`src/rtl/cc2us_pkg.sv`:
```
// Shared types and constants for the cycle count to microseconds unit.
// Used by the configuration registers, the divider and the top level.
package cc2us_pkg;

  // Field widths
  localparam int unsigned SAMPLE_W  = 32;
  localparam int unsigned CPU_W     = 10;
  localparam int unsigned DIVIDEND_W = SAMPLE_W + 1;

  // One quotient bit per divider step
  localparam int unsigned DIV_STEPS = DIVIDEND_W;
  localparam int unsigned DIV_CNT_W = $clog2(DIV_STEPS + 1);

  // APB register map
  localparam int unsigned ADDR_W = 3;
  localparam int unsigned DATA_W = 32;

  typedef enum logic {
    REG_CPU     = 1'b0,
    REG_ENABLED = 1'b1
  } reg_idx_t;

  // Function codes of a request
  typedef enum logic {
    FUNC_RESTART = 1'b0,
    FUNC_RESOLVE = 1'b1
  } func_t;

  // Configuration seen by the datapath
  typedef struct packed {
    logic [CPU_W-1:0] cpu;
    logic             enabled;
  } cfg_t;

  // Divider start request
  typedef struct packed {
    logic                  start;
    logic [DIVIDEND_W-1:0] dividend;
    logic [CPU_W-1:0]      divisor;
  } div_req_t;

  // Divider status and results
  typedef struct packed {
    logic                  busy;
    logic                  done;
    logic [DIVIDEND_W-1:0] quot;
    logic [CPU_W-1:0]      rem;
  } div_status_t;

endpackage

```
`src/rtl/cc2us_cfg.sv`:
```
// APB configuration registers: cycles per microsecond and counter enable.
// Depends on cc2us_pkg for widths, register indexes and the cfg_t struct.
module cc2us_cfg
  import cc2us_pkg::*;
(
  input  logic              clk,
  input  logic              rst,
  input  logic              psel,
  input  logic              penable,
  input  logic              pwrite,
  input  logic [ADDR_W-1:0] paddr,
  input  logic [DATA_W-1:0] pwdata,
  output logic [DATA_W-1:0] prdata,
  output logic              pready,
  output cfg_t              cfg
);

  logic             cpu;
  logic [CPU_W-1:0] cpu_reg;
  logic             enabled;
  logic             wr_en;
  reg_idx_t         idx;

  assign pready = 1'b1;
  assign wr_en  = psel && penable && pwrite;
  assign idx    = reg_idx_t'(paddr[2]);
  assign cpu    = (idx == REG_CPU);

  // Write the addressed register
  always_ff @(posedge clk) begin
    if (rst) begin
      cpu_reg <= '0;
      enabled <= 1'b0;
    end else if (wr_en) begin
      if (cpu) begin
        cpu_reg <= pwdata[CPU_W-1:0];
      end else begin
        enabled <= pwdata[0];
      end
    end
  end

  // Read back the addressed register
  always_comb begin
    prdata = '0;
    case (idx)
      REG_CPU:     prdata = DATA_W'(cpu_reg);
      REG_ENABLED: prdata = DATA_W'(enabled);
      default:     prdata = '0;
    endcase
  end

  assign cfg.cpu     = cpu_reg;
  assign cfg.enabled = enabled;

endmodule

```
`src/rtl/cc2us_div.sv`:
```
// Radix-2 restoring divider: 33-bit dividend by 10-bit divisor, one bit a cycle.
// Depends on cc2us_pkg for widths and the div_req_t / div_status_t structs.
module cc2us_div
  import cc2us_pkg::*;
(
  input  logic        clk,
  input  logic        rst,
  input  div_req_t    req,
  output div_status_t status
);

  logic [DIVIDEND_W-1:0] quot;
  logic [CPU_W-1:0]      rem;
  logic [CPU_W-1:0]      divisor;
  logic [DIV_CNT_W-1:0]  cnt;
  logic                  busy;
  logic                  done;

  logic [CPU_W:0]        shifted;
  logic [CPU_W:0]        diff;
  logic                  q_bit;
  logic [CPU_W-1:0]      rem_next;

  // Shift in the next dividend bit and try one subtraction
  always_comb begin
    shifted  = {rem, quot[DIVIDEND_W-1]};
    diff     = shifted - {1'b0, divisor};
    q_bit    = (shifted >= {1'b0, divisor});
    rem_next = q_bit ? diff[CPU_W-1:0] : shifted[CPU_W-1:0];
  end

  // Sequencer: load on start, step until the count runs out
  always_ff @(posedge clk) begin
    if (rst) begin
      busy <= 1'b0;
      done <= 1'b0;
      cnt  <= '0;
    end else begin
      done <= 1'b0;
      if (req.start) begin
        busy <= 1'b1;
        cnt  <= DIV_CNT_W'(DIV_STEPS);
      end else if (busy) begin
        cnt <= cnt - 1'b1;
        if (cnt == DIV_CNT_W'(1)) begin
          busy <= 1'b0;
          done <= 1'b1;
        end
      end
    end
  end

  // Partial remainder and quotient shift register
  always_ff @(posedge clk) begin
    if (req.start) begin
      quot    <= req.dividend;
      rem     <= '0;
      divisor <= req.divisor;
    end else if (busy) begin
      quot <= {quot[DIVIDEND_W-2:0], q_bit};
      rem  <= rem_next;
    end
  end

  assign status.busy = busy;
  assign status.done = done;
  assign status.quot = quot;
  assign status.rem  = rem;

endmodule

```
`src/rtl/cycle_count_to_microseconds_unit.sv`:
```
// Top level of the cycle count to microseconds unit: sequencer, timing state,
// output register. Depends on cc2us_pkg, cc2us_cfg and cc2us_div.
//
// Each request carries a sample of a free-running 32-bit cycle counter. A
// restart request (func 0) takes its sample as the baseline and clears the
// elapsed time; it succeeds when counter_enabled is set and
// cycles_per_microsecond is nonzero. A resolve request (func 1) divides the
// wrapped cycle difference plus the kept remainder by cycles_per_microsecond,
// adds the quotient to the elapsed microseconds (wrapping) and returns it;
// without a prior good restart or with an unusable configuration it returns
// ok = 0, elapsed_us = 0. Every request gives exactly one result. A resolve
// reaches the output register after the 33 steps of the radix-2 divider, an
// update of the timing state and a load; restart and failed requests go
// straight to the finish state and are loaded from there; a stalled output
// register delays the load. in_stall is high from acceptance until the result
// is loaded into the output register, so no new request is taken meanwhile.
// Configuration is written through the APB port at byte addresses 0 and 4 by
// the user only while no request is in work; the block does not enforce it.
module cycle_count_to_microseconds_unit
  import cc2us_pkg::*;
(
  input  logic                clk,
  input  logic                rst,
  // APB configuration port
  input  logic                psel,
  input  logic                penable,
  input  logic                pwrite,
  input  logic [ADDR_W-1:0]   paddr,
  input  logic [DATA_W-1:0]   pwdata,
  output logic [DATA_W-1:0]   prdata,
  output logic                pready,
  // Request channel
  input  logic                in_valid,
  output logic                in_stall,
  input  logic                func,
  input  logic [SAMPLE_W-1:0] cycle_sample,
  // Result channel
  output logic                out_valid,
  input  logic                out_stall,
  output logic [SAMPLE_W-1:0] elapsed_us,
  output logic                ok
);

  typedef enum logic [2:0] {
    S_IDLE   = 3'b001,
    S_DIVIDE = 3'b010,
    S_FINISH = 3'b100
  } state_t;

  state_t                state;
  state_t                state_next;

  cfg_t                  cfg;
  div_req_t              div_req;
  div_status_t           div_st;

  logic                  ready_flag;
  logic [SAMPLE_W-1:0]   last_sample;
  logic [CPU_W-1:0]      leftover_cycles;
  logic [SAMPLE_W-1:0]   elapsed_microseconds;

  logic [SAMPLE_W-1:0]   res_ts;
  logic                  res_ok;

  logic                  in_accept;
  logic                  usable;
  logic                  out_free;
  logic [SAMPLE_W-1:0]   delta;
  logic [SAMPLE_W-1:0]   elapsed_sum;

  cc2us_cfg u_cfg (
    .clk     (clk),
    .rst     (rst),
    .psel    (psel),
    .penable (penable),
    .pwrite  (pwrite),
    .paddr   (paddr),
    .pwdata  (pwdata),
    .prdata  (prdata),
    .pready  (pready),
    .cfg     (cfg)
  );

  cc2us_div u_div (
    .clk    (clk),
    .rst    (rst),
    .req    (div_req),
    .status (div_st)
  );

  assign in_stall    = (state != S_IDLE);
  assign in_accept   = in_valid && !in_stall;
  assign usable      = cfg.enabled && (cfg.cpu != '0);
  assign out_free    = !out_valid || !out_stall;
  assign delta       = cycle_sample - last_sample;
  assign elapsed_sum = elapsed_microseconds + div_st.quot[SAMPLE_W-1:0];

  // Start the divider on a usable resolve request after a good restart
  always_comb begin
    div_req.start    = in_accept && (func_t'(func) == FUNC_RESOLVE) && usable && ready_flag;
    div_req.dividend = {1'b0, delta} + DIVIDEND_W'(leftover_cycles);
    div_req.divisor  = cfg.cpu;
  end

  // Sequencer next state
  always_comb begin
    state_next = state;
    case (state)
      S_IDLE: begin
        if (div_req.start) begin
          state_next = S_DIVIDE;
        end else if (in_accept) begin
          state_next = S_FINISH;
        end
      end
      S_DIVIDE: begin
        if (div_st.done) begin
          state_next = S_FINISH;
        end
      end
      S_FINISH: begin
        if (out_free) begin
          state_next = S_IDLE;
        end
      end
      default: state_next = S_IDLE;
    endcase
  end

  always_ff @(posedge clk) begin
    if (rst) begin
      state <= S_IDLE;
    end else begin
      state <= state_next;
    end
  end

  // Timing state and the pending result
  always_ff @(posedge clk) begin
    if (rst) begin
      ready_flag           <= 1'b0;
      last_sample          <= '0;
      leftover_cycles      <= '0;
      elapsed_microseconds <= '0;
      res_ts               <= '0;
      res_ok               <= 1'b0;
    end else if (in_accept) begin
      res_ts <= '0;
      res_ok <= 1'b0;
      case (func_t'(func))
        FUNC_RESTART: begin
          leftover_cycles      <= '0;
          elapsed_microseconds <= '0;
          ready_flag           <= usable;
          last_sample          <= usable ? cycle_sample : '0;
          res_ok               <= usable;
        end
        FUNC_RESOLVE: begin
          if (div_req.start) begin
            last_sample <= cycle_sample;
          end else begin
            ready_flag <= 1'b0;
          end
        end
        default: ready_flag <= 1'b0;
      endcase
    end else if (div_st.done) begin
      elapsed_microseconds <= elapsed_sum;
      leftover_cycles      <= div_st.rem;
      res_ts               <= elapsed_sum;
      res_ok               <= 1'b1;
    end
  end

  // Output register: load when free, drop once taken
  always_ff @(posedge clk) begin
    if (rst) begin
      out_valid <= 1'b0;
    end else if (state == S_FINISH && out_free) begin
      out_valid <= 1'b1;
    end else if (!out_stall) begin
      out_valid <= 1'b0;
    end
  end

  always_ff @(posedge clk) begin
    if (state == S_FINISH && out_free) begin
      elapsed_us <= res_ts;
      ok         <= res_ok;
    end
  end

  // A failed request never reports a timestamp
  a_fail_zero: assert property (@(posedge clk) disable iff (rst)
    (out_valid && !ok) |-> (elapsed_us == '0))
    else $error("failed result carries a nonzero timestamp");

  // The divider finishes only while the sequencer waits for it
  a_done_in_divide: assert property (@(posedge clk) disable iff (rst)
    div_st.done |-> (state == S_DIVIDE))
    else $error("divider done outside the divide state");

  // The divider is busy or signalling done whenever the sequencer is dividing
  a_busy_match: assert property (@(posedge clk) disable iff (rst)
    (state == S_DIVIDE) |-> (div_st.busy || div_st.done))
    else $error("divide state without an active divider");

endmodule
```
`config.mk`:
```
export PLATFORM = sky130hd
export DESIGN_NAME = cycle_count_to_microseconds_unit
export DESIGN_NICKNAME = d
export VERILOG_FILES = /design/src/rtl/cc2us_pkg.sv /design/src/rtl/cc2us_cfg.sv /design/src/rtl/cc2us_div.sv /design/src/rtl/cycle_count_to_microseconds_unit.sv
export SDC_FILE = /design/constraint.sdc
export NUM_CORES = 1
export LEC_CHECK = 0
export BUFFER_PORTS_ARGS = -buffer_cell sky130_fd_sc_hd__buf_2
export CAP_MARGIN = 30
export CORE_ASPECT_RATIO = 1.5
export CORE_MARGIN = 2
export CORE_UTILIZATION = 40
export CTS_BUF_LIST = sky130_fd_sc_hd__clkbuf_16
export CTS_CLUSTER_DIAMETER = 100
export DETAILED_ROUTE_END_ITERATION = 8
export SETUP_SLACK_MARGIN = 0.05
export SYNTH_ARGS = -nofsm -noshare
export SYNTH_HDL_FRONTEND = slang
export SYNTH_SLANG_ARGS = --single-unit
```
`constraint.sdc`:
```
create_clock -name clk -period 6.2 [get_ports clk]
set_clock_uncertainty 0.05 [all_clocks]
set_input_delay 1.86 -clock clk [delete_from_list [all_inputs] [get_ports clk]]
set_output_delay 1.86 -clock clk [all_outputs]
set_load 0.02 [all_outputs]
```
==> results of run 1 <==
## worst max-delay path, delay by kind of cell
kind / cells / cell delay [ps]
buffers and inverters: 1 / 120
XOR/XNOR: 1 / 90
adder cells (fa/ha/maj): 2 / 700
AO/OA/AOI/OAI: 5 / 1440
AND/OR/NAND/NOR: 7 / 1480
## power groups by stage
stage	Clock (uW)	Combinational (uW)	Sequential [uW]
floorplan	0	351	1540
global placement	0	445	1540
detailed placement	0	457	1540
CTS	1490	460	1510
global route	1540	514	1510
finish	1450	458	1510
## through the flow
stage | area (um^2) | hold slack [ps] | power [uW] | instances | utilization
after detailed placement | 13730 | 366.5 | 2001 | 1896 | 0.4326
after floorplan | 12910 | 357.6 | 1887 | 1458 | -
final | 14520 | 381.8 | 3416 | 1936 | 0.4577
after global placement | 13620 | 367.7 | 1987 | 1892 | 0.4293
after global routing | 14520 | 383.5 | 3567 | 1936 | 0.4577
after CTS | 14520 | 381.3 | 3463 | 1936 | 0.4577
## area by class of cell
class / count / area share
sequential: 217 / 0.3516
clock buffer: 26 / 0.04480
clock inverter: 14 / 0.009995
multi-input combinational: 1082 / 0.4913
inverter: 71 / 0.01835
tap: 410 / 0.03533
timing repair buffer: 116 / 0.04860
## final timing paths
path	end	slack, ps
setup / recovery	u_div.quot[30]$_DFFE_PP_	820
setup reg to reg	u_div.quot[30]$_DFFE_PP_	1940
hold / removal	elapsed_us[26]$_DFFE_PP_	380
hold reg to reg	elapsed_us[26]$_DFFE_PP_	380
## cell families after synthesis
logic type / count (synthesis) / share of synthesized area
muxes: 33 / 0.02584
buffers and inverters: 159 / 0.05382
adders and majority gates: 88 / 0.08814
other: 2 / 0.0005852
xor gates and xnor gates: 84 / 0.05791
DFF: 217 / 0.3978
AOI/OAI and AO/OA: 399 / 0.2015
and+or+nand+nor: 455 / 0.1744
## layout by cell type (no fill, tap or decap), types with 32 or more instances in the layout
| master | n |
|---|---|
| sky130_fd_sc_hd__dfxtp_1 | 140 |
| sky130_fd_sc_hd__ha_1 | 84 |
| sky130_fd_sc_hd__a21oi_1 | 130 |
| sky130_fd_sc_hd__xor2_1 | 39 |
| sky130_fd_sc_hd__nand2_1 | 152 |
| sky130_fd_sc_hd__mux2i_1 | 32 |
| sky130_fd_sc_hd__buf_2 | 95 |
| sky130_fd_sc_hd__xnor2_1 | 44 |
| sky130_fd_sc_hd__edfxtp_1 | 76 |
| sky130_fd_sc_hd__nor2_1 | 106 |
| sky130_fd_sc_hd__o21ai_0 | 69 |
| sky130_fd_sc_hd__inv_1 | 71 |
| sky130_fd_sc_hd__nand3_1 | 45 |
## routing by layer
metal / vias to the layer above / routed length, um
li1: 5285 / -
met1: 4786 / 12860
met2: 196 / 14540
met3: 48 / 1057
met4: 2 / 747
met5: - / 13
==> run metrics, run 1 <==
largest net degree at the start of global routing=around 70; maximum buffer depth of the clock tree=3; number of buffers inserted by hold repair at cts=0; RSZ-0062 raised after global routing=false; Placer Congestion=0.8936; max reg flops=33; Seq cells post-synth=217; met3 Resource Use GR=0.01718; fraction of final layout cells with drive strength greater than 1=0.1245; DRC=0; Setup violations, final=0; average size of a mapped cell=a little under 9 um^2; TNS Setup=0 ps; row cnt=80; Achievable Freq=186.0 MHz; prevailing post-synth register cell=sky130_fd_sc_hd__dfxtp_1; worst-case vdd ir drop=between 0.1 and 0.15 mV; sequential share of power=0.442; TritonCTS Buffers=22; detailed-route via count=around 10000; Hold Fails Final Rpt=0; number of antenna violations at the first check in global routing=1; count of input and output buffers=95; largest cells by area after synthesis=sky130_fd_sc_hd__dfxtp_1 22%, sky130_fd_sc_hd__edfxtp_1 18%, sky130_fd_sc_hd__ha_1 8.2%; min setup slack post-route=about 820 ps; max capacitance violation total=0; global-route wire length before repair=49370 um; CP max stage delay=450 ps; Syn-to-layout area delta=13.15%; launch point of the worst path=cycle_sample[6]; CTS sink count=roughly 220; number of pins with negative max-slew slack in the final report=0; post-synth top area cell=sky130_fd_sc_hd__dfxtp_1; y dimension of the die=223.4 um; core area=31730 um^2; Hold Crit Class=reg2reg; fill count=slightly above 3000; Net Sw Frac=0.2672; number of cells on the worst reg-to-reg path=16; root buffer cell=sky130_fd_sc_hd__clkbuf_16; via density per instance=roughly 5.3; crit start category=input port; global routing met1 resource utilization=0.2230; die area=between 30000 and 40000 um^2; arrival time of data at the critical path endpoint=5690 ps; Final HPWL DP=about 22000 um; final global-route overflow total=0; Worst-Skew Late Latency=~520 ps; post-route ant nets=0; share of synthesized area occupied by flip-flops and latches=0.3978; result of the run=complete, no violations; proportion of register bits with asynchronous set or reset after synthesis=0; top-area cell type share of the netlist area=0.2199; final critical-path share of the clock period=0.8673; number of cells upsized or downsized after cts=0; slowest library cell on the worst path=sky130_fd_sc_hd__or4_1; top register by number of flip-flops=u_div.quot; TritonCTS clock tree=done; via count of the first global-routing pass=10090; H-tree levels=1; Most Used Layer, Global Route=met2; slew of the pin with the lowest slew margin=between 800 and 900 ps; Distinct cells, synth=80; number of flops mapped to enable cells by yosys=76; clk slew on worst S/H paths=about 70 ps; cell-internal power=between 2000 and 3000 uW; static leakage=0.005783 uW; relative contribution of the clock network to total power=0.424; kind of end point of the critical path=register; part of the power in combinational logic=0.134; Req. time, crit path=6520 ps; initial standard-cell utilization of the core=0.4045; register area=just over 5000 um^2; critical path fanouts, max=8; area taken by multi-input logic gates=7134 um^2; top-count cell post-synth=sky130_fd_sc_hd__nand2_1; category of the most critical setup path=in2reg; die boundary width=about 150 um; pwr dens=around 240 nW/um^2; Switch Pwr=between 900 and 1000 uW; cell depth of the worst hold path=0; area of the mapped netlist=about 13000 um^2; total of warnings raised by yosys=0; setup repair bufs after CTS=0; Top Ports=143; critical-path cell list=buf_2 > ha_1 > a21oi_1 > nand2b_1 > o211ai_1 > nand2b_1 > a21oi_1 > xnor2_1 > ha_1 > nand2_1 > o31ai_1 > nand3_1 > nor4_4 > nand3_2 > or4_1 > a31oi_1; Post-synth top cells=152 x sky130_fd_sc_hd__nand2_1, 141 x sky130_fd_sc_hd__dfxtp_1, 131 x sky130_fd_sc_hd__a21oi_1; minimum clock period after layout=roughly 5400 ps; n_diodes=0; number of nets in the layout=about 1700; global routing usage on met2=0.3164; startpoint of the most critical register-to-register path=last_sample[6]$_SDFFE_PP0P_; worst slew margin relative to its limit=0.4493; drt total wl=a little under 30000 um; minimum setup slack after placement=326.3 ps; startpoint of the most critical hold path=res_ts[26]$_SDFFE_PP0P_; DRT Pass-1 Iters=4; number of violations reported at the end of detailed-routing iteration 0=around 440; Cells after Synth=approximately 1400; total routing usage reported by global routing=0.1774; average detailed-routed wire length per instance=15.10 um
(Power assumes the default switching activity.)
==> run 2, diff against run 1 <==
--- a/config.mk
+++ b/config.mk
@@ -8,11 +8,11 @@
 export BUFFER_PORTS_ARGS = -buffer_cell sky130_fd_sc_hd__buf_2
 export CAP_MARGIN = 30
 export CORE_ASPECT_RATIO = 1.5
-export CORE_MARGIN = 2
 export CORE_UTILIZATION = 40
 export CTS_BUF_LIST = sky130_fd_sc_hd__clkbuf_16
 export CTS_CLUSTER_DIAMETER = 100
 export DETAILED_ROUTE_END_ITERATION = 8
+export PLACE_DENSITY = 0.64
 export SETUP_SLACK_MARGIN = 0.05
 export SYNTH_ARGS = -nofsm -noshare
 export SYNTH_HDL_FRONTEND = slang
==> run 2 against run 1 <==
Worst setup slack improved by 52 ps. Final area decreased by 1.4%. Via count decreased by 0.42%. Utilization decreased by 0.63 points. Cell count decreased by 0.10%. Die area decreased by 2.2%. Critical endpoint is now u_div.quot[31]$_DFFE_PP_. Highest routed layer unchanged.
==> run metrics, run 2 (synthesis results as in run 1) <==
result of the run=complete, no violations; worst slew margin relative to its limit=0.4742 (+0.02490); number of cells on the worst reg-to-reg path=16 (unchanged); pwr dens=219.6 nW/um^2 (-6.6%); commonest non-fill, non-tap cell in the layout=sky130_fd_sc_hd__nand2_1; Worst-Skew Late Latency=530 ps (about the same); number of cells upsized or downsized after cts=0 (unchanged); row cnt=80 (unchanged); post-route ant nets=0 (unchanged); number of pins with negative max-slew slack in the final report=0 (unchanged); crit start category=input port; end point of the critical path=u_div.quot[31]$_DFFE_PP_; die boundary width=148.3 um (-1.3%); Reg2Reg Setup Slack=2050 ps (+110 ps); setup repair bufs after CTS=0 (unchanged); Top Ports=143 (unchanged); global-route wire length before repair=47130 um (-4.5%); count of input and output buffers=95 (unchanged); worst-case vdd ir drop=0.1805 mV (+25%); CTS sink count=217 (unchanged); top register by number of flip-flops=u_div.quot; end of the worst register-to-register path=u_div.quot[31]$_DFFE_PP_; detailed-route via count=10270 (-0.42%); Setup violations, final=0 (unchanged); final critical-path share of the clock period=0.8590 (-0.008353); RSZ-0062 raised after global routing=false; slew of the pin with the lowest slew margin=787.6 ps (-38.43 ps); minimum clock period after layout=5326 ps (-51.79 ps); initial standard-cell utilization of the core=0.4045 (unchanged); most used cells in the layout excluding fill and tap cells=152 x sky130_fd_sc_hd__nand2_1, 140 x sky130_fd_sc_hd__dfxtp_1, 130 x sky130_fd_sc_hd__a21oi_1; kind of end point of the critical path=register; Final HPWL DP=20880 um (-3.8%); PnR Total Power=3145 uW (-7.9%); startpoint of the most critical register-to-register path=last_sample[0]$_SDFFE_PP0P_; DRC=0 (unchanged); number of violations reported at the end of detailed-routing iteration 0=417 (-5.7%); category of the most critical setup path=in2reg; max reg flops=33 (unchanged); via density per instance=5.312 (-0.31%); largest net degree at the start of global routing=72 (unchanged); static leakage=0.005699 uW (-1.5%); arrival time of data at the critical path endpoint=5660 ps (-30 ps); cell area after placement=13700 um^2 (-0.18%); TritonCTS Buffers=21 (-4.5%); via count of the first global-routing pass=9868 (-2.2%); DRT Pass-1 Iters=5 (+1); total routing usage reported by global routing=0.1726 (-0.004766); clk slew on worst S/H paths=70 ps (about the same); Req. time, crit path=6530 ps (about the same); core area=31730 um^2 (unchanged); final global-route overflow total=0 (unchanged); maximum buffer depth of the clock tree=3 (unchanged); Achievable Freq=187.8 MHz (+0.97%); Placer Congestion=0.8852 (-0.94%); y dimension of the die=221.4 um (-0.90%); average detailed-routed wire length per instance=14.54 um (-3.7%); H-tree levels=1 (unchanged); number of antenna violations at the first check in global routing=2 (+1); number of buffers inserted by hold repair at cts=0 (unchanged); die area=32820 um^2 (-2.2%); TNS Setup=0 ps (unchanged); number of nets in the layout=1671 (-0.12%); fraction of final layout cells with drive strength greater than 1=0.1182 (-0.006321); launch point of the worst path=cycle_sample[0]; max capacitance violation total=0 (unchanged); TritonCTS clock tree=done; Hold Fails Final Rpt=0 (unchanged); Final Instance Area=14320 um^2 (-1.4%); Syn-to-layout area delta=11.60%; drt total wl=28120 um (-3.8%); Hold Crit Class=reg2reg; root buffer cell=sky130_fd_sc_hd__clkbuf_16; critical path fanouts, max=6 (-2)
==> run 2: changes by cell type in the layout (fill, tap and decap cells not counted) <==
cell / before / now
sky130_fd_sc_hd__buf_16: 3 / 1
sky130_fd_sc_hd__buf_4: 17 / 15
sky130_fd_sc_hd__buf_8: 0 / 3
sky130_fd_sc_hd__bufinv_16: 2 / 0
sky130_fd_sc_hd__clkbuf_16: 26 / 21
sky130_fd_sc_hd__clkinv_2: 3 / 1
sky130_fd_sc_hd__clkinv_4: 1 / 0
sky130_fd_sc_hd__clkinvlp_4: 1 / 3
sky130_fd_sc_hd__diode_2: 0 / 1
sky130_fd_sc_hd__inv_1: 71 / 78
sky130_fd_sc_hd__inv_2: 0 / 1
sky130_fd_sc_hd__inv_6: 5 / 3
==> run 2: area by class of cell <==
type | count | area (um^2)
fill | 3105 | 17410
multi-input combinational | 1082 | 7134
sequential | 217 | 5106
timing repair buffer | 115 | 680.7
clock buffer | 21 | 525.5
tap | 410 | 513.0
inverter | 71 | 266.5
clock inverter | 17 | 93.84
antenna | 1 | 2.502
==> run 2: report_power, final <==
| group | total [uW] | switching [uW] | internal [uW] | leakage (uW) |
|---|---|---|---|---|
| clock | 1180 | 557 | 624 | 0.000324 |
| sequential | 1510 | 23.2 | 1490 | 0.00182 |
| combinational | 454 | 286 | 168 | 0.00355 |
==> run 2: metrics by stage <==
step | setup WS (ps) | cells | hold WS [ps] | util
finish | 874.4 | 1934 | 380.4 | 0.4514
global route | 521.5 | 1934 | 387.5 | 0.4514
floorplan | 688.4 | 1458 | 357.6 | -
CTS | 894.0 | 1933 | 381.1 | 0.4513
detailed placement | 339.9 | 1895 | 364.1 | 0.4318
global placement | 361.7 | 1890 | 368.6 | 0.4289
==> run 2: critical path, stage by stage <==
cell	delay, ps
sky130_fd_sc_hd__buf_2	80
sky130_fd_sc_hd__inv_1	30
sky130_fd_sc_hd__ha_1	210
sky130_fd_sc_hd__fa_1	400
sky130_fd_sc_hd__nand2b_1	180
sky130_fd_sc_hd__nand2b_1	80
sky130_fd_sc_hd__a21oi_1	70
sky130_fd_sc_hd__xnor2_1	150
sky130_fd_sc_hd__ha_1	320
sky130_fd_sc_hd__nand2_1	60
sky130_fd_sc_hd__o21ai_0	310
sky130_fd_sc_hd__o2111ai_1	220
sky130_fd_sc_hd__o22ai_1	240
sky130_fd_sc_hd__o211ai_1	190
sky130_fd_sc_hd__nor4_4	370
sky130_fd_sc_hd__nand3_2	170
sky130_fd_sc_hd__or4_1	530
sky130_fd_sc_hd__a31oi_1	160
==> run 2: metal layers <==
metal	track usage	part of all wire	vias to the layer above
met4	0.06019	0.025	2
li1	-	-	5267
met2	0.2980	0.48	197
met1	0.2188	0.45	4761
met3	0.02206	0.037	47
met5	0	0.00046	-
==> run 2: worst min-delay path by stage <==
stage / slack (ps) / startpoint / depth (start not counted) / to
floorplan: 360 / res_ts[0]$_SDFFE_PP0P_ / 0 / elapsed_us[0]$_DFFE_PP_
global placement: 370 / res_ts[0]$_SDFFE_PP0P_ / 0 / elapsed_us[0]$_DFFE_PP_
detailed placement: 360 / res_ts[23]$_SDFFE_PP0P_ / 0 / elapsed_us[23]$_DFFE_PP_
CTS: 380 / res_ts[26]$_SDFFE_PP0P_ / 0 / elapsed_us[26]$_DFFE_PP_
global route: 390 / res_ts[26]$_SDFFE_PP0P_ / 0 / elapsed_us[26]$_DFFE_PP_
finish: 380 / res_ts[26]$_SDFFE_PP0P_ / 0 / elapsed_us[26]$_DFFE_PP_
